$ cat src/rtl/color_gradient_interpolator_assert.svh
// ----------------------------------------------------------------------------
// color gradient interpolator assertion macros
// shared property forms for the gradient block
// ----------------------------------------------------------------------------
`ifndef COLOR_GRADIENT_INTERPOLATOR_ASSERT_SVH
`define COLOR_GRADIENT_INTERPOLATOR_ASSERT_SVH

// same-cycle implication
`define CGI_ASSERT_NOW(label, clk, rst_n, ante, cons) \
    label: assert property (@(posedge clk) disable iff (!rst_n) (ante) |-> (cons)) \
        else $error("gradient assertion failed");

// next-cycle implication
`define CGI_ASSERT_NEXT(label, clk, rst_n, ante, cons) \
    label: assert property (@(posedge clk) disable iff (!rst_n) (ante) |=> (cons)) \
        else $error("gradient assertion failed");

`endif

$ cat src/rtl/cgi_pkg.sv
// ----------------------------------------------------------------------------
// cgi_pkg
// types and constants shared by the gradient interpolator files
// ----------------------------------------------------------------------------
`timescale 1ns / 1ps

package cgi_pkg;

    localparam int POS_W   = 16;
    localparam int COLOR_W = 32;
    localparam int CH_W    = 8;
    localparam int SLOT_W  = 3;
    localparam int COUNT_W = 4;

    typedef logic [POS_W-1:0]   t_pos;
    typedef logic [COLOR_W-1:0] t_color;
    typedef logic [CH_W-1:0]    t_chan;
    typedef logic [SLOT_W-1:0]  t_slot;
    typedef logic [COUNT_W-1:0] t_count;

    typedef struct packed {
        t_pos   pos;
        t_color color;
    } t_stop;

    localparam logic   KIND_WRITE = 1'b0;
    localparam logic   KIND_EVAL  = 1'b1;
    localparam t_color C_BLACK    = 32'hFF00_0000;

endpackage

$ cat src/rtl/cgi_in_if.sv
// ----------------------------------------------------------------------------
// cgi_in_if
// input channel: stop writes and evaluate requests
// ----------------------------------------------------------------------------
`timescale 1ns / 1ps

interface cgi_in_if;
    logic            valid;
    logic            ready;
    logic            kind;
    cgi_pkg::t_slot  stop_index;
    cgi_pkg::t_pos   position;
    cgi_pkg::t_color stop_color;

    modport source (output valid, kind, stop_index, position, stop_color, input ready);
    modport sink   (input valid, kind, stop_index, position, stop_color, output ready);
endinterface

$ cat src/rtl/cgi_out_if.sv
// ----------------------------------------------------------------------------
// cgi_out_if
// output channel: interpolated argb color
// ----------------------------------------------------------------------------
`timescale 1ns / 1ps

interface cgi_out_if;
    logic           valid;
    logic           ready;
    cgi_pkg::t_chan alpha;
    cgi_pkg::t_chan red;
    cgi_pkg::t_chan green;
    cgi_pkg::t_chan blue;

    modport source (output valid, alpha, red, green, blue, input ready);
    modport sink   (input valid, alpha, red, green, blue, output ready);
endinterface

$ cat src/rtl/color_gradient_interpolator.sv
// interpolated evaluate: o_word.valid follows the stop memory scan (one slot per cycle),
// the divider (one weight bit per cycle) and one shared multiplier (a product step, then
// an accumulate step, per channel); one word at a time
// end-stop evaluate and empty table skip the divider and the blend; a stop write is taken while idle
// reset: synchronous active low, stop_count clears to 0, stop memory is not cleared
// ----------------------------------------------------------------------------
// color_gradient_interpolator
// multi-stop argb gradient lookup with sequential scan, divide and blend
// ----------------------------------------------------------------------------
`timescale 1ns / 1ps
`include "color_gradient_interpolator_assert.svh"

module color_gradient_interpolator #(
    parameter int MAX_STOPS   = 8,
    parameter int WEIGHT_BITS = 16
) (
    input  logic              i_clk,
    input  logic              i_rst_n,
    input  logic              i_cfg_we,
    input  cgi_pkg::t_count   i_cfg_data,
    cgi_in_if.sink            i_item,
    cgi_out_if.source         o_word
);
    import cgi_pkg::*;

    localparam int AW = $clog2(MAX_STOPS);
    localparam int CW = $clog2(MAX_STOPS + 1);

    localparam logic [2:0] S_IDLE  = 3'd0;
    localparam logic [2:0] S_SCAN  = 3'd1;
    localparam logic [2:0] S_DIV   = 3'd2;
    localparam logic [2:0] S_BLEND = 3'd3;
    localparam logic [2:0] S_OUT   = 3'd4;

    logic [2:0]    r_state, n_state;
    t_count        r_count;
    logic [CW-1:0] r_n, n_n;
    logic [AW-1:0] r_idx, n_idx;
    t_pos          r_pos, n_pos;
    t_stop         r_prev, n_prev;
    t_color        r_left, n_left;
    t_color        r_right, n_right;
    t_color        r_res, n_res;
    logic          r_out_valid, n_out_valid;
    t_color        r_out_col, n_out_col;

    logic          w_accept;
    logic          w_we;
    logic [AW-1:0] w_raddr;
    logic          w_re;
    t_stop         w_rd;
    logic          w_le;
    logic          w_last;
    logic          w_div_start;
    logic          w_div_done;
    logic [WEIGHT_BITS:0] w_weight;
    logic          w_blend_start;
    logic          w_blend_done;
    t_color        w_blend_col;
    logic [CW-1:0] w_cnt_cap;
    logic          w_out_load;

    assign i_item.ready = (r_state == S_IDLE);
    assign w_accept     = i_item.valid && i_item.ready;
    assign w_we         = w_accept && i_item.kind == KIND_WRITE
                          && int'(i_item.stop_index) < MAX_STOPS;

    cgi_ram #(
        .WIDTH ($bits(t_stop)),
        .DEPTH (MAX_STOPS)
    ) u_stops (
        .i_clk   (i_clk),
        .i_we    (w_we),
        .i_waddr (AW'(i_item.stop_index)),
        .i_wdata ({i_item.position, i_item.stop_color}),
        .i_re    (w_re),
        .i_raddr (w_raddr),
        .o_rdata (w_rd)
    );

    cgi_div #(
        .WEIGHT_BITS (WEIGHT_BITS)
    ) u_div (
        .i_clk   (i_clk),
        .i_rst_n (i_rst_n),
        .i_start (w_div_start),
        .i_delta (r_pos - r_prev.pos),
        .i_dmax  (w_rd.pos - r_prev.pos),
        .o_done  (w_div_done),
        .o_quo   (w_weight)
    );

    assign w_blend_start = (r_state == S_DIV) && w_div_done;

    cgi_blend #(
        .WEIGHT_BITS (WEIGHT_BITS)
    ) u_blend (
        .i_clk    (i_clk),
        .i_rst_n  (i_rst_n),
        .i_start  (w_blend_start),
        .i_weight (w_weight),
        .i_left   (r_left),
        .i_right  (r_right),
        .o_done   (w_blend_done),
        .o_color  (w_blend_col)
    );

    always_comb begin
        w_cnt_cap = (int'(r_count) > MAX_STOPS) ? CW'(MAX_STOPS) : CW'(r_count);
        w_le      = r_pos <= w_rd.pos;
        w_last    = (CW'(r_idx) + CW'(1)) == r_n;
    end

    always_comb begin
        n_state     = r_state;
        n_n         = r_n;
        n_idx       = r_idx;
        n_pos       = r_pos;
        n_prev      = r_prev;
        n_left      = r_left;
        n_right     = r_right;
        n_res       = r_res;
        n_out_valid = r_out_valid && !o_word.ready;
        n_out_col   = r_out_col;
        w_re        = 1'b0;
        w_raddr     = r_idx;
        w_div_start = 1'b0;
        case (r_state)
            S_IDLE: begin
                if (w_accept && i_item.kind == KIND_EVAL) begin
                    n_pos = i_item.position;
                    n_n   = w_cnt_cap;
                    if (w_cnt_cap == '0) begin
                        n_res   = C_BLACK;
                        n_state = S_OUT;
                    end else begin
                        w_re    = 1'b1;
                        w_raddr = '0;
                        n_idx   = '0;
                        n_state = S_SCAN;
                    end
                end
            end
            S_SCAN: begin
                if (w_le && r_idx != '0) begin
                    w_div_start = 1'b1;
                    n_left      = r_prev.color;
                    n_right     = w_rd.color;
                    n_state     = S_DIV;
                end else if (w_le || w_last) begin
                    n_res   = w_rd.color;
                    n_state = S_OUT;
                end else begin
                    n_prev  = w_rd;
                    w_re    = 1'b1;
                    w_raddr = r_idx + AW'(1);
                    n_idx   = r_idx + AW'(1);
                end
            end
            S_DIV: begin
                if (w_div_done) begin
                    n_state = S_BLEND;
                end
            end
            S_BLEND: begin
                if (w_blend_done) begin
                    n_res   = w_blend_col;
                    n_state = S_OUT;
                end
            end
            S_OUT: begin
                if (!r_out_valid || o_word.ready) begin
                    n_out_valid = 1'b1;
                    n_out_col   = r_res;
                    n_state     = S_IDLE;
                end
            end
            default: begin
                n_state = S_IDLE;
            end
        endcase
    end

    always_ff @(posedge i_clk) begin
        if (!i_rst_n) begin
            r_state     <= S_IDLE;
            r_count     <= '0;
            r_out_valid <= 1'b0;
        end else begin
            r_state     <= n_state;
            r_out_valid <= n_out_valid;
            if (i_cfg_we) begin
                r_count <= i_cfg_data;
            end
        end
    end

    always_ff @(posedge i_clk) begin
        r_n       <= n_n;
        r_idx     <= n_idx;
        r_pos     <= n_pos;
        r_prev    <= n_prev;
        r_left    <= n_left;
        r_right   <= n_right;
        r_res     <= n_res;
        r_out_col <= n_out_col;
    end

    assign o_word.valid = r_out_valid;
    assign o_word.alpha = r_out_col[31:24];
    assign o_word.red   = r_out_col[23:16];
    assign o_word.green = r_out_col[15:8];
    assign o_word.blue  = r_out_col[7:0];

    assign w_out_load = (r_state == S_OUT) && (!r_out_valid || o_word.ready);

    `CGI_ASSERT_NOW(a_div_done_in_div, i_clk, i_rst_n, w_div_done, r_state == S_DIV)
    `CGI_ASSERT_NOW(a_blend_done_in_blend, i_clk, i_rst_n, w_blend_done, r_state == S_BLEND)
    `CGI_ASSERT_NOW(a_weight_nonzero, i_clk, i_rst_n, w_div_done, w_weight != '0)
    `CGI_ASSERT_NOW(a_scan_in_range, i_clk, i_rst_n, r_state == S_SCAN, CW'(r_idx) < r_n)
    `CGI_ASSERT_NEXT(a_out_load, i_clk, i_rst_n, w_out_load, r_out_valid && r_state == S_IDLE)

endmodule

$ cat src/rtl/cgi_ram.sv
// ----------------------------------------------------------------------------
// cgi_ram
// generic single write port ram with registered read
// ----------------------------------------------------------------------------
`timescale 1ns / 1ps

module cgi_ram #(
    parameter int WIDTH = 48,
    parameter int DEPTH = 8
) (
    input  logic                     i_clk,
    input  logic                     i_we,
    input  logic [$clog2(DEPTH)-1:0] i_waddr,
    input  logic [WIDTH-1:0]         i_wdata,
    input  logic                     i_re,
    input  logic [$clog2(DEPTH)-1:0] i_raddr,
    output logic [WIDTH-1:0]         o_rdata
);

    logic [WIDTH-1:0] r_mem [DEPTH];
    logic [WIDTH-1:0] r_rdata;

    always_ff @(posedge i_clk) begin
        if (i_we) begin
            r_mem[i_waddr] <= i_wdata;
        end
        if (i_re) begin
            r_rdata <= r_mem[i_raddr];
        end
    end

    assign o_rdata = r_rdata;

endmodule

$ cat src/rtl/cgi_div.sv
// ----------------------------------------------------------------------------
// cgi_div
// restoring divider, one weight bit per cycle: (delta << wb) / dmax
// ----------------------------------------------------------------------------
`timescale 1ns / 1ps

module cgi_div #(
    parameter int WEIGHT_BITS = 16
) (
    input  logic                   i_clk,
    input  logic                   i_rst_n,
    input  logic                   i_start,
    input  cgi_pkg::t_pos          i_delta,
    input  cgi_pkg::t_pos          i_dmax,
    output logic                   o_done,
    output logic [WEIGHT_BITS:0]   o_quo
);
    import cgi_pkg::*;

    localparam int STEPS = WEIGHT_BITS + 1;
    localparam int CNT_W = $clog2(STEPS + 1);

    logic             r_busy;
    logic             r_done;
    logic             r_first;
    logic [CNT_W-1:0] r_cnt;
    t_pos             r_rem;
    t_pos             r_dmax;
    logic [WEIGHT_BITS:0] r_quo;

    logic [POS_W:0] w_cand;
    logic [POS_W:0] w_diff;
    logic           w_ge;

    always_comb begin
        w_cand = r_first ? {1'b0, r_rem} : {r_rem, 1'b0};
        w_ge   = w_cand >= {1'b0, r_dmax};
        w_diff = w_cand - {1'b0, r_dmax};
    end

    always_ff @(posedge i_clk) begin
        if (!i_rst_n) begin
            r_busy <= 1'b0;
            r_done <= 1'b0;
        end else begin
            r_done <= 1'b0;
            if (i_start) begin
                r_busy <= 1'b1;
            end else if (r_busy && r_cnt == CNT_W'(1)) begin
                r_busy <= 1'b0;
                r_done <= 1'b1;
            end
        end
    end

    always_ff @(posedge i_clk) begin
        if (i_start) begin
            r_rem   <= i_delta;
            r_dmax  <= i_dmax;
            r_first <= 1'b1;
            r_cnt   <= CNT_W'(STEPS);
        end else if (r_busy) begin
            r_rem   <= w_ge ? w_diff[POS_W-1:0] : w_cand[POS_W-1:0];
            r_quo   <= {r_quo[WEIGHT_BITS-1:0], w_ge};
            r_first <= 1'b0;
            r_cnt   <= r_cnt - CNT_W'(1);
        end
    end

    assign o_done = r_done;
    assign o_quo  = r_quo;

endmodule

$ cat src/rtl/cgi_blend.sv
// ----------------------------------------------------------------------------
// cgi_blend
// per-channel linear blend through one shared multiplier, alpha first
// ----------------------------------------------------------------------------
`timescale 1ns / 1ps

module cgi_blend #(
    parameter int WEIGHT_BITS = 16
) (
    input  logic                 i_clk,
    input  logic                 i_rst_n,
    input  logic                 i_start,
    input  logic [WEIGHT_BITS:0] i_weight,
    input  cgi_pkg::t_color      i_left,
    input  cgi_pkg::t_color      i_right,
    output logic                 o_done,
    output cgi_pkg::t_color      o_color
);
    import cgi_pkg::*;

    localparam int PW = WEIGHT_BITS + 11;
    localparam logic [PW-1:0] HALF = PW'(1) << (WEIGHT_BITS - 1);

    logic                 r_busy;
    logic                 r_done;
    logic                 r_phase;
    logic [1:0]           r_ch;
    logic [WEIGHT_BITS:0] r_w;
    t_color               r_left;
    t_color               r_right;
    logic signed [PW-1:0] r_prod;
    t_color               r_col;

    t_chan                       w_cl;
    t_chan                       w_cr;
    logic signed [CH_W:0]        w_diff;
    logic signed [WEIGHT_BITS+1:0] w_ws;
    logic signed [PW-1:0]        w_prod;
    logic [PW-1:0]               w_acc;

    always_comb begin
        case (r_ch)
            2'd0: begin
                w_cl = r_left[31:24];
                w_cr = r_right[31:24];
            end
            2'd1: begin
                w_cl = r_left[23:16];
                w_cr = r_right[23:16];
            end
            2'd2: begin
                w_cl = r_left[15:8];
                w_cr = r_right[15:8];
            end
            default: begin
                w_cl = r_left[7:0];
                w_cr = r_right[7:0];
            end
        endcase
        w_diff = $signed({1'b0, w_cr}) - $signed({1'b0, w_cl});
        w_ws   = $signed({1'b0, r_w});
        w_prod = w_diff * w_ws;
        w_acc  = {3'b000, w_cl, {WEIGHT_BITS{1'b0}}} + $unsigned(r_prod) + HALF;
    end

    always_ff @(posedge i_clk) begin
        if (!i_rst_n) begin
            r_busy <= 1'b0;
            r_done <= 1'b0;
        end else begin
            r_done <= 1'b0;
            if (i_start) begin
                r_busy <= 1'b1;
            end else if (r_busy && r_phase && r_ch == 2'd3) begin
                r_busy <= 1'b0;
                r_done <= 1'b1;
            end
        end
    end

    always_ff @(posedge i_clk) begin
        if (i_start) begin
            r_w     <= i_weight;
            r_left  <= i_left;
            r_right <= i_right;
            r_ch    <= 2'd0;
            r_phase <= 1'b0;
        end else if (r_busy) begin
            if (!r_phase) begin
                r_prod  <= w_prod;
                r_phase <= 1'b1;
            end else begin
                r_col   <= {r_col[COLOR_W-CH_W-1:0], w_acc[WEIGHT_BITS+CH_W-1:WEIGHT_BITS]};
                r_ch    <= r_ch + 2'd1;
                r_phase <= 1'b0;
            end
        end
    end

    assign o_done  = r_done;
    assign o_color = r_col;

endmodule

$ cat src/flat_wrapper.sv
// flat-port wrapper written by rule: the top's interface ports become plain ports
module color_gradient_interpolator_flat import cgi_pkg::*;
#(
    parameter int MAX_STOPS   = 8,
    parameter int WEIGHT_BITS = 16
)
  (i_clk, i_rst_n, i_cfg_we, i_cfg_data, i_item_valid, i_item_kind, i_item_stop_index, i_item_position, i_item_stop_color, i_item_ready, o_word_valid, o_word_alpha, o_word_red, o_word_green, o_word_blue, o_word_ready);
  cgi_in_if i_item_i ();
  cgi_out_if o_word_i ();
  input  logic i_clk;
  input  logic i_rst_n;
  input  logic i_cfg_we;
  input  cgi_pkg::t_count i_cfg_data;
  input wire logic [$bits(i_item_i.valid)-1:0] i_item_valid;
  input wire logic [$bits(i_item_i.kind)-1:0] i_item_kind;
  input wire logic [$bits(i_item_i.stop_index)-1:0] i_item_stop_index;
  input wire logic [$bits(i_item_i.position)-1:0] i_item_position;
  input wire logic [$bits(i_item_i.stop_color)-1:0] i_item_stop_color;
  output wire logic [$bits(i_item_i.ready)-1:0] i_item_ready;
  output wire logic [$bits(o_word_i.valid)-1:0] o_word_valid;
  output wire logic [$bits(o_word_i.alpha)-1:0] o_word_alpha;
  output wire logic [$bits(o_word_i.red)-1:0] o_word_red;
  output wire logic [$bits(o_word_i.green)-1:0] o_word_green;
  output wire logic [$bits(o_word_i.blue)-1:0] o_word_blue;
  input wire logic [$bits(o_word_i.ready)-1:0] o_word_ready;
  assign i_item_i.valid = i_item_valid;
  assign i_item_i.kind = i_item_kind;
  assign i_item_i.stop_index = i_item_stop_index;
  assign i_item_i.position = i_item_position;
  assign i_item_i.stop_color = i_item_stop_color;
  assign i_item_ready = i_item_i.ready;
  assign o_word_valid = o_word_i.valid;
  assign o_word_alpha = o_word_i.alpha;
  assign o_word_red = o_word_i.red;
  assign o_word_green = o_word_i.green;
  assign o_word_blue = o_word_i.blue;
  assign o_word_i.ready = o_word_ready;
  color_gradient_interpolator #(.MAX_STOPS(MAX_STOPS), .WEIGHT_BITS(WEIGHT_BITS)) u_core (.i_clk(i_clk), .i_rst_n(i_rst_n), .i_cfg_we(i_cfg_we), .i_cfg_data(i_cfg_data), .i_item(i_item_i), .o_word(o_word_i));
endmodule
$ cat config.mk
export PLATFORM = sky130hd
export DESIGN_NAME = color_gradient_interpolator_flat
export DESIGN_NICKNAME = d
export VERILOG_FILES = /design/src/rtl/cgi_pkg.sv /design/src/rtl/cgi_in_if.sv /design/src/rtl/cgi_out_if.sv /design/src/rtl/color_gradient_interpolator.sv /design/src/rtl/cgi_ram.sv /design/src/rtl/cgi_div.sv /design/src/rtl/cgi_blend.sv /design/src/flat_wrapper.sv
export VERILOG_INCLUDE_DIRS = /design/src /design/src/rtl
export SDC_FILE = /design/constraint.sdc
export NUM_CORES = 1
export LEC_CHECK = 0
export BUFFER_PORTS_ARGS = -buffer_cell sky130_fd_sc_hd__clkbuf_2
export CORE_UTILIZATION = 40
export CTS_CLUSTER_DIAMETER = 80
export CTS_CLUSTER_SIZE = 14
export DETAILED_ROUTE_END_ITERATION = 6
export GPL_TIMING_DRIVEN = 0
export PLACE_DENSITY_LB_ADDON = 0.12
export SLEW_MARGIN = 10
export SYNTH_ARGS = -nofsm -noshare
export SYNTH_HDL_FRONTEND = slang
export SYNTH_SLANG_ARGS = --single-unit
$ cat constraint.sdc
create_clock -name i_clk -period 11.7 [get_ports i_clk]
set_input_delay 0.585 -clock i_clk [delete_from_list [all_inputs] [get_ports i_clk]]
set_output_delay 0.585 -clock i_clk [all_outputs]
set_load 0.005 [all_outputs]
# Yosys cells after proc, flatten, opt, wreduce, memory -nomap -nowiden
# Memory sizes are Yosys's and may differ from the RTL's. A register that Yosys moved wholly into a read port is not among the register bits.
# Cells that the tools add are included.
dict set report classes {
  multipliers 1
  mux 44
  order_cmp 3
  reduce_logical 33
  eq_ne 17
  add_sub_neg 10
  bitwise_logic 7
}
# op n
set op_table {}
lappend op_table {{$mux W32} 5}
lappend op_table {{$pmux W32 S3} 1}
lappend op_table {{$mux W16} 3}
lappend op_table {{$pmux W8 S3} 2}
lappend op_table {{$sub A16 B16 Y16} 3}
lappend op_table {{$mux W3} 11}
lappend op_table {{$add A24 B16 Y24 const B} 1}
lappend op_table {{$add A24 B24 Y24} 1}
lappend op_table {{$mul A9 B18 Y24} 1}
lappend op_table {{$ge A17 B16 Y1} 1}
lappend op_table {{$mux W1} 17}
lappend op_table {{$mux W17} 1}
lappend op_table {{$le A16 B16 Y1} 1}
lappend op_table {{$pmux W3 S5} 1}
lappend op_table {{$ne A2 B2 Y1 const B} 5}
lappend op_table {{$reduce_and A2 Y1} 5}
lappend op_table {{$logic_and A1 B1 Y1} 9}
lappend op_table {{$reduce_and A3 Y1} 3}
lappend op_table {{$sub A8 B8 Y9} 1}
lappend op_table {{$not A1 Y1} 7}
lappend op_table {{$eq A3 B2 Y1 const B} 2}
lappend op_table {{$pmux W3 S2} 1}
lappend op_table {{$reduce_and A6 Y1} 1}
lappend op_table {{$reduce_bool A2 Y1} 3}
lappend op_table {{23 further kinds} 29}
dict set report word_totals {
  out_inout_bits 34
  mem_bits_rw 384
  in_bits 61
  ff_bits 406
  n_memories 1
}
# memory words width rd rd_clocked_by_memory_dff write_ports line_no
set mem_list {}
lappend mem_list {u_core.u_stops.r_mem 8 48 1 1 1 cgi_ram.sv:20} ;# logic [WIDTH-1:0] r_mem [DEPTH];

# Logic depth before layout (Yosys ltp)
# Gate-level depths: netlist (run 1).
dict set report logic_depth {
  ltp_word 6
  mapped_depth 34
  depth_no_buf 32
}

# By module
# From an unflattened synthesis (run 1), not the netlist that was laid out.
dict set report unflattened {
  hier_cells 2233
  area_unflattened_um2 37345.8
}
# module cells_each seq_area_each_um2 area_each_um2 instances
set by_module_without_submodules {}
lappend by_module_without_submodules {cgi_ram 616 12972.4 16100.4 1}
lappend by_module_without_submodules {cgi_blend 738 3763.6 9178.8 1}
lappend by_module_without_submodules {color_gradient_interpolator 604 6105.9 8919.8 1}
lappend by_module_without_submodules {cgi_div 275 1631.6 3146.8 1}

# Worst setup path after synthesis (run 1)
# Ideal clock, no wire load.
dict set report synth_path {
  kind {register to register}
  start {register u_core.u_blend.r_ch[0]}
  end {register u_core.u_blend.r_prod[22] (data pin)}
  setup_ns 0.180
  path_buffers 3
  t_required_ns 11.520
  setup_slack_ns 3.331
  arrival_ns 8.189
  path_stages_with_launch 35
  cell_sequence {dfxtp_1 inv_1 ha_1 clkbuf_1 clkbuf_1 a222oi_1 nand2_1 o21ai_0 and2_1 fa_1 nor4bb_1 a2111o_1 a21oi_1 o31ai_1 xor2_1 buf_2 nand2_1 fa_1 fa_1 inv_1 fa_1 fa_1 inv_1 fa_1 inv_1 ha_1 nand2b_1 or4_1 a311oi_1 o2111ai_1 a21boi_1 o21ai_1 a21boi_1 o21ai_0 a221oi_1}
}
dict set report synth_between {
  elab_chain_cells 4
  elab_cells_between_ends 7
}
# element line_no
set synth_lines {}
lappend synth_lines {{from (decl)} cgi_blend.sv:27} ;# logic [1:0] r_ch;
lappend synth_lines {{from (signal assigned)} cgi_blend.sv:94} ;# r_ch <= r_ch + 2'd1;
lappend synth_lines {{$eq A2 B2 Y1 (tied with other cells)} cgi_blend.sv:42} ;# case (r_ch)
lappend synth_lines {{$pmux W8 S3} cgi_blend.sv:42}
lappend synth_lines {{$sub A8 B8 Y9 *} cgi_blend.sv:60} ;# w_diff = $signed({1'b0, w_cr}) - $signed({1'b0, w_cl});
lappend synth_lines {{$mul A9 B18 Y24 *} cgi_blend.sv:62} ;# w_prod = w_diff * w_ws;
lappend synth_lines {{named net u_core.u_blend.w_prod[22]} cgi_blend.sv:38} ;# logic signed [PW-1:0] w_prod;
lappend synth_lines {{to (signal assigned)} cgi_blend.sv:90} ;# r_prod <= w_prod;
lappend synth_lines {{to (decl)} cgi_blend.sv:31} ;# logic signed [PW-1:0] r_prod;
# The timed path passes the listed nets; every way through them passes the cells marked *.
# A chain may end at the register's enable or synchronous reset.

# Worst setup path after layout (run 1)
# Same ends and word-level chain as after synthesis.

==> results_dict.tcl, run 1 <==
set metrics [dict create \
    status "completed" \
    r2r_end "u_core.u_blend.r_prod[22]" \
    finalSetupViolCount 0 \
    io_pins 95 \
    syn_nets 2868 \
    area_delta_synth_final_pct 12.9 \
    track_usage_pct 18.7 \
    wl_per_cell_um 21.8 \
    cts-buffers-inserted 71 \
    period_share_pct 91.3 \
    ys_ff_latch 823 \
    htreeDepth 3 \
    dieArea_mm2 0.0939 \
    syn_inst 2563 \
    fin_skew_ns 0.0336 \
    cts_root_buffer "clkbuf_16" \
    cp_common_cell "fa_1" \
    grt_max_degree 54 \
    min_period_ns 10.68 \
    multi_input_area_mm2 0.0117 \
    reg2reg_from "u_core.u_blend.r_ch[0]" \
    dr.pass1.iters 5 \
    worst_slew_pin_slew_ns 1.11 \
    fill_cells 8040 \
    seq_area_mm2 0.0245 \
    die_h_um 306 \
    rsz0062_at_grt "no" \
    cts_tree "yes" \
    clock_latency_ns 0.63 \
    wl_mm 86.9 \
    fmax_mhz 93.6 \
    dr.first_iter.drc_count 1270 \
    synth_warnings 0 \
    p_per_area_mw_per_mm2 271 \
    dpl.hpwl_mm 61.5 \
    clockBufferDepth 3 \
    async_flop_share_pct 0 \
    cp-end-kind "flip-flop" \
    synth.distinct_cells 71 \
    finalHoldViolCount 0 \
    grt_pass1_wl_mm 132 \
    worstSetupStartpointType "flip-flop" \
    clock-sinks 823 \
    core_area_mm2 0.0917 \
    place_congestion 0.830 \
    critPathMaxFanout 10 \
    ys_seq_area_share_pct 66.0 \
    layout_commonest_cell "edfxtp_1" \
    fin_setup_tns_ns 0 \
    nNetsFinal 3074 \
    post_cts_buffers 0 \
    layout_common_cells "edfxtp_1 (799), nand2_1 (334), inv_1 (157)" \
    holdWs_ns 0.224 \
    slew_headroom_pct 25.6 \
    num_vias 20800 \
    hold_buffers 0 \
    hold_end "u_core.r_count[2]" \
    rows 111 \
    maxCapViolCount 0 \
    antenna_found_initial 8 \
    syn-cell-area_mm2 0.0371 \
    ant_nets 0 \
    start_util_pct 40.4 \
    min_path_cells 3 \
    grt-ovfl-total 0 \
    clk_pin_slew_ns 0.07 \
    cts_resized 0 \
    slowest_stage "a311oi_1" \
    die_w_um 306 \
    critPathRequiredTime_ns 12.10 \
    reg2reg_slack_ns 1.02 \
    ir_drop_mv 0.352 \
    final_util_pct 45.6 \
    cp.arrival_ns 11.08 \
    layout-drive-gt1-share_pct 10.5 \
    port_buffers 93 \
    cpPeakStageDelay_ns 0.68 \
    drc_errors 0 \
    yosys_most_used_dff "edfxtp_1" \
    vias_per_cell 5.22 \
    synth-edff-count 799 \
    syn_avg_cell_area_um2 14.5 \
    reg2reg_depth 34 \
    critPathKind "reg -> reg" \
    final_max_slew_viol_count 0 \
    min_path_type "in -> reg" \
    hold_path_startpoint "i_cfg_data[2]" \
    power_leakage_nw 15.4 \
    grt_pass1_vias 21700 \
]
==> cell usage after synthesis (all sizes together) (12+ instances only) <==
cell type / instances / area share (%)
xor2: 22 / 0.52
mux2i: 111 / 3.0
nor2: 82 / 0.83
o21a: 15 / 0.30
nand3: 15 / 0.20
edfxtp: 799 / 65
a22o: 24 / 0.57
buf: 29 / 0.45
ha: 135 / 4.6
and2: 76 / 1.3
a211oi: 15 / 0.30
nand2: 334 / 3.4
nor3: 28 / 0.41
nand2b: 41 / 0.69
mux2: 18 / 0.55
o21ai: 30 / 0.41
nor2b: 32 / 0.54
a21oi: 111 / 1.5
fa: 109 / 5.9
clkbuf: 60 / 0.61
o22ai: 49 / 0.83
a211o: 51 / 1.2
a21o: 17 / 0.34
and3: 12 / 0.20
dfxtp: 24 / 1.3
inv: 159 / 1.6
xnor2: 51 / 1.2
==> worst max-delay path by stage <==
stage / startpoint / endpoint / slack [ns] / cells past startpoint
final: u_core.u_blend.r_ch[0] / u_core.u_blend.r_prod[22] / 1.02 / 34
after global routing: u_core.u_blend.r_ch[0] / u_core.u_blend.r_prod[22] / 0.48 / 34
after CTS: u_core.u_blend.r_ch[0] / u_core.u_blend.r_prod[22] / 0.93 / 34
after detailed placement: u_core.u_blend.r_ch[0] / u_core.u_blend.r_prod[22] / 1.0 / 34
after global placement: u_core.u_blend.r_ch[0] / u_core.u_blend.r_prod[22] / 1.11 / 34
after floorplan: u_core.u_blend.r_ch[0] / u_core.u_blend.r_prod[22] / 3.33 / 34
==> routing by layer <==
layer	track usage, %	share of wire (%)
met3	3.05	4.8
met4	5.21	2.2
met2	30.7	47
met5	0	0.062
met1	25.7	45
==> power breakdown <==
part,internal [mW],total [mW],switching (mW)
clock network,1.16,2.19,1.03
registers,3.72,3.84,0.117
logic,2.25,5.28,3.03
==> stage by stage <==
step / instance area (um^2) / setup slack (ns) / total power [mW] / instances
2_1_floorplan: 37100 / 3.33 / 7.67 / 2563
3_3_place_gp: 39000 / 1.11 / 9.17 / 3842
3_5_place_dp: 39800 / 0.998 / 9.27 / 3882
4_1_cts: 41800 / 0.926 / 11.5 / 3986
5_1_grt: 41800 / 0.484 / 12.2 / 3987
6_report: 41800 / 1.02 / 11.3 / 3989
==> registers in the layout, indices dropped and copies added (netlist names), 17 cells and up <==
name,flops
u_core.u_blend.r_w,17
u_core.u_div.o_quo,17
u_core.u_blend.o_color,32
u_core.r_right,32
u_core.r_prev,48
u_core.r_left,32
u_core.u_blend.r_left,32
u_core.u_stops.r_mem,384
u_core.u_blend.r_right,32
u_core.r_res,32
u_core.r_out_col,32
u_core.u_stops.o_rdata,48
==> cell type report <==
type,instances,share of cell area (%)
buffer,89,0.958
multi-input combinational,1492,27.9
inverter,159,1.43
tap,1186,3.55
clock buffer,91,4.50
antenna,3,0.0180
sequential,823,58.5
timing repair buffer,133,2.68
clock inverter,13,0.392
==> cells by family after synthesis <==
group | Yosys count | synth area share [%]
AND/OR/NAND/NOR | 656 | 8.26
flip-flops | 823 | 66.0
AO/OA/AOI/OAI | 386 | 7.18
XOR/XNOR | 73 | 1.73
multiplexers | 129 | 3.55
buffers and inverters | 248 | 2.67
adder cells (fa/ha/maj) | 248 | 10.6
==> worst max-delay path: cells and delay by family (launching register included) <==
family          cells  cell delay (ns)
simple gates        6             1.35
xor+xnor            1             0.60
buf+inv             7             1.48
compound gates     12             3.06
fa+ha+maj           8             3.58
flops               1             0.34
Note: power is estimated with default switching activity, not from simulation.
==> run 2, diff against run 1 <==
--- a/config.mk
+++ b/config.mk
@@ -7,7 +7,8 @@
 export NUM_CORES = 1
 export LEC_CHECK = 0
 export BUFFER_PORTS_ARGS = -buffer_cell sky130_fd_sc_hd__clkbuf_2
-export CORE_UTILIZATION = 40
+export CORE_UTILIZATION = 45
+export CTS_BUF_LIST = sky130_fd_sc_hd__clkbuf_8
 export CTS_CLUSTER_DIAMETER = 80
 export CTS_CLUSTER_SIZE = 14
 export DETAILED_ROUTE_END_ITERATION = 6
==> results_dict.tcl, run 2 (same netlist as run 1, synthesis figures left out) <==
set metrics [dict create \
    layout-drive-gt1-share_pct 10.3 \
    layout_common_cells "edfxtp_1 (799), nand2_1 (334), inv_1 (177)" \
    hold_buffers 0 \
    die_h_um 289 \
    power_frac_clock_pct 14.6 \
    critPathMaxFanout 10 \
    rows 104 \
    p_per_area_mw_per_mm2 263 \
    holdWs_ns 0.151 \
    p_total_mw 10.7 \
    dpl_cell_area_mm2 0.0396 \
    cpPeakStageDelay_ns 0.70 \
    largest_register_ffs 384 \
    grt_pass1_vias 21500 \
    cp_common_cell "fa_1" \
    status "completed" \
    pwr-share-seq_pct 35.9 \
    num_vias 20800 \
    core_area_mm2 0.0809 \
    antenna_found_initial 14 \
    vias_per_cell 5.39 \
    ant_nets 0 \
    period_share_pct 90.9 \
    slew_headroom_pct 30.9 \
    wl_mm 84.0 \
    post_cts_buffers 0 \
    ir_drop_mv 0.313 \
    port_buffers 93 \
    worstSetupStartpointType "flip-flop" \
    finalSetupViolCount 0 \
    slowest_stage "a311oi_1" \
    grt_max_degree 61 \
    dieArea_mm2 0.0835 \
    place_congestion 0.859 \
    finalHoldViolCount 0 \
    htreeDepth 3 \
    cts_resized 0 \
    grt-ovfl-total 0 \
    grt_pass1_wl_mm 128 \
    cp-end-kind "flip-flop" \
    fin_cells 3860 \
    wl_per_cell_um 21.7 \
    clock_latency_ns 0.71 \
    dr.pass1.iters 7 \
    fin_skew_ns 0.0592 \
    start_util_pct 45.8 \
    dr.first_iter.drc_count 1348 \
    area_delta_synth_final_pct 10.1 \
    maxCapViolCount 0 \
    fin_setup_tns_ns 0 \
    clockBufferDepth 3 \
    layout_commonest_cell "edfxtp_1" \
    final_max_slew_viol_count 0 \
    track_usage_pct 20.5 \
    worst_slew_pin_slew_ns 1.03 \
    fmax_mhz 94.0 \
    p_switching_mw 4.12 \
    top_usage_layer "met2" \
    power_leakage_nw 15.1 \
    grtUsageMet3_pct 2.86 \
    use_met2_pct 33.8 \
    min_path_type "in -> reg" \
    p_comb_share_pct 49.5 \
    top_register "u_core.u_stops.r_mem" \
    cp.arrival_ns 11.12 \
    grt_util_met1_pct 28.5 \
    design_area_mm2 0.0408 \
    nNetsFinal 3071 \
    rsz0062_at_grt "no" \
    die_w_um 289 \
    critPathKind "reg -> reg" \
    clock-sinks 823 \
    cts_tree "yes" \
    cts-buffers-inserted 70 \
    io_pins 95 \
    min_period_ns 10.64 \
    critPathRequiredTime_ns 12.18 \
    power.internal_mw 6.59 \
    drc_errors 0 \
    dp.cells 3754 \
    p_sw_share_pct 38.5 \
    dpl.hpwl_mm 59.7 \
    cts_root_buffer "clkbuf_8" \
    clk_pin_slew_ns 0.10 \
]
==> run 2: cell count changes in the layout (fill, tap and decap cells not counted), sizes merged <==
cell      delta
clkbuf      -21
buf          -2
inv         +22
clkinv       -5
clkinvlp     +1
diode        +1
bufinv       +1
==> run 2: critical path: cells and delay by family, from the launching register on <==
family / cells / cell delay (ns)
xor+xnor: 1 / 0.61
simple gates: 6 / 1.32
fa+ha+maj: 8 / 3.58
buf+inv: 7 / 1.49
compound gates: 12 / 3.05
flops: 1 / 0.36
==> run 2: power groups by stage <==
stage               logic (mW)  registers (mW)  clock network, mW
finish                    5.31            3.84               1.56
global route              6.04            3.86               1.72
CTS                       5.44            3.84               1.62
detailed placement        5.39            3.91                  0
global placement          5.21            3.93                  0
floorplan                 3.81            3.86                  0
==> run 2: per-stage QoR <==
stage / setup WS [ns] / util, %
finish: 1.06 / 50.4
global route: 0.316 / 50.4
detailed placement: 0.876 / 48.9
global placement: 1.09 / 48.0
floorplan: 3.33 / -
CTS: 0.871 / 50.4
==> run 2: final timing paths <==
path | from | end | slack (ns) | cells past startpoint
max | u_core.u_blend.r_ch[0] | u_core.u_blend.r_prod[22] | 1.06 | 34
max reg2reg | u_core.u_blend.r_ch[0] | u_core.u_blend.r_prod[22] | 1.06 | 34
min | i_item_stop_color[24] | u_core.u_stops.r_mem[7][24] | 0.15 | 1
min reg2reg | u_core.r_left[0] | u_core.u_blend.r_left[0] | 0.42 | 0
==> run 2: layout make-up <==
cell class	count	area [um^2]
diodes	4	10.0
plain buffers	89	400
clock buffers	70	963
clock inverters	32	259
fillers	6901	40100
inverters	159	597
multi-input cells	1492	11700
flip-flops and latches	823	24500
well taps	1060	1330
repair buffers	131	1080
==> run 2: metal layers <==
layer | share of wire (%) | vias up
met3 | 5.0 | 117
li1 | - | 9737
met5 | 0.064 | -
met2 | 48 | 474
met4 | 1.9 | 10
met1 | 45 | 10500
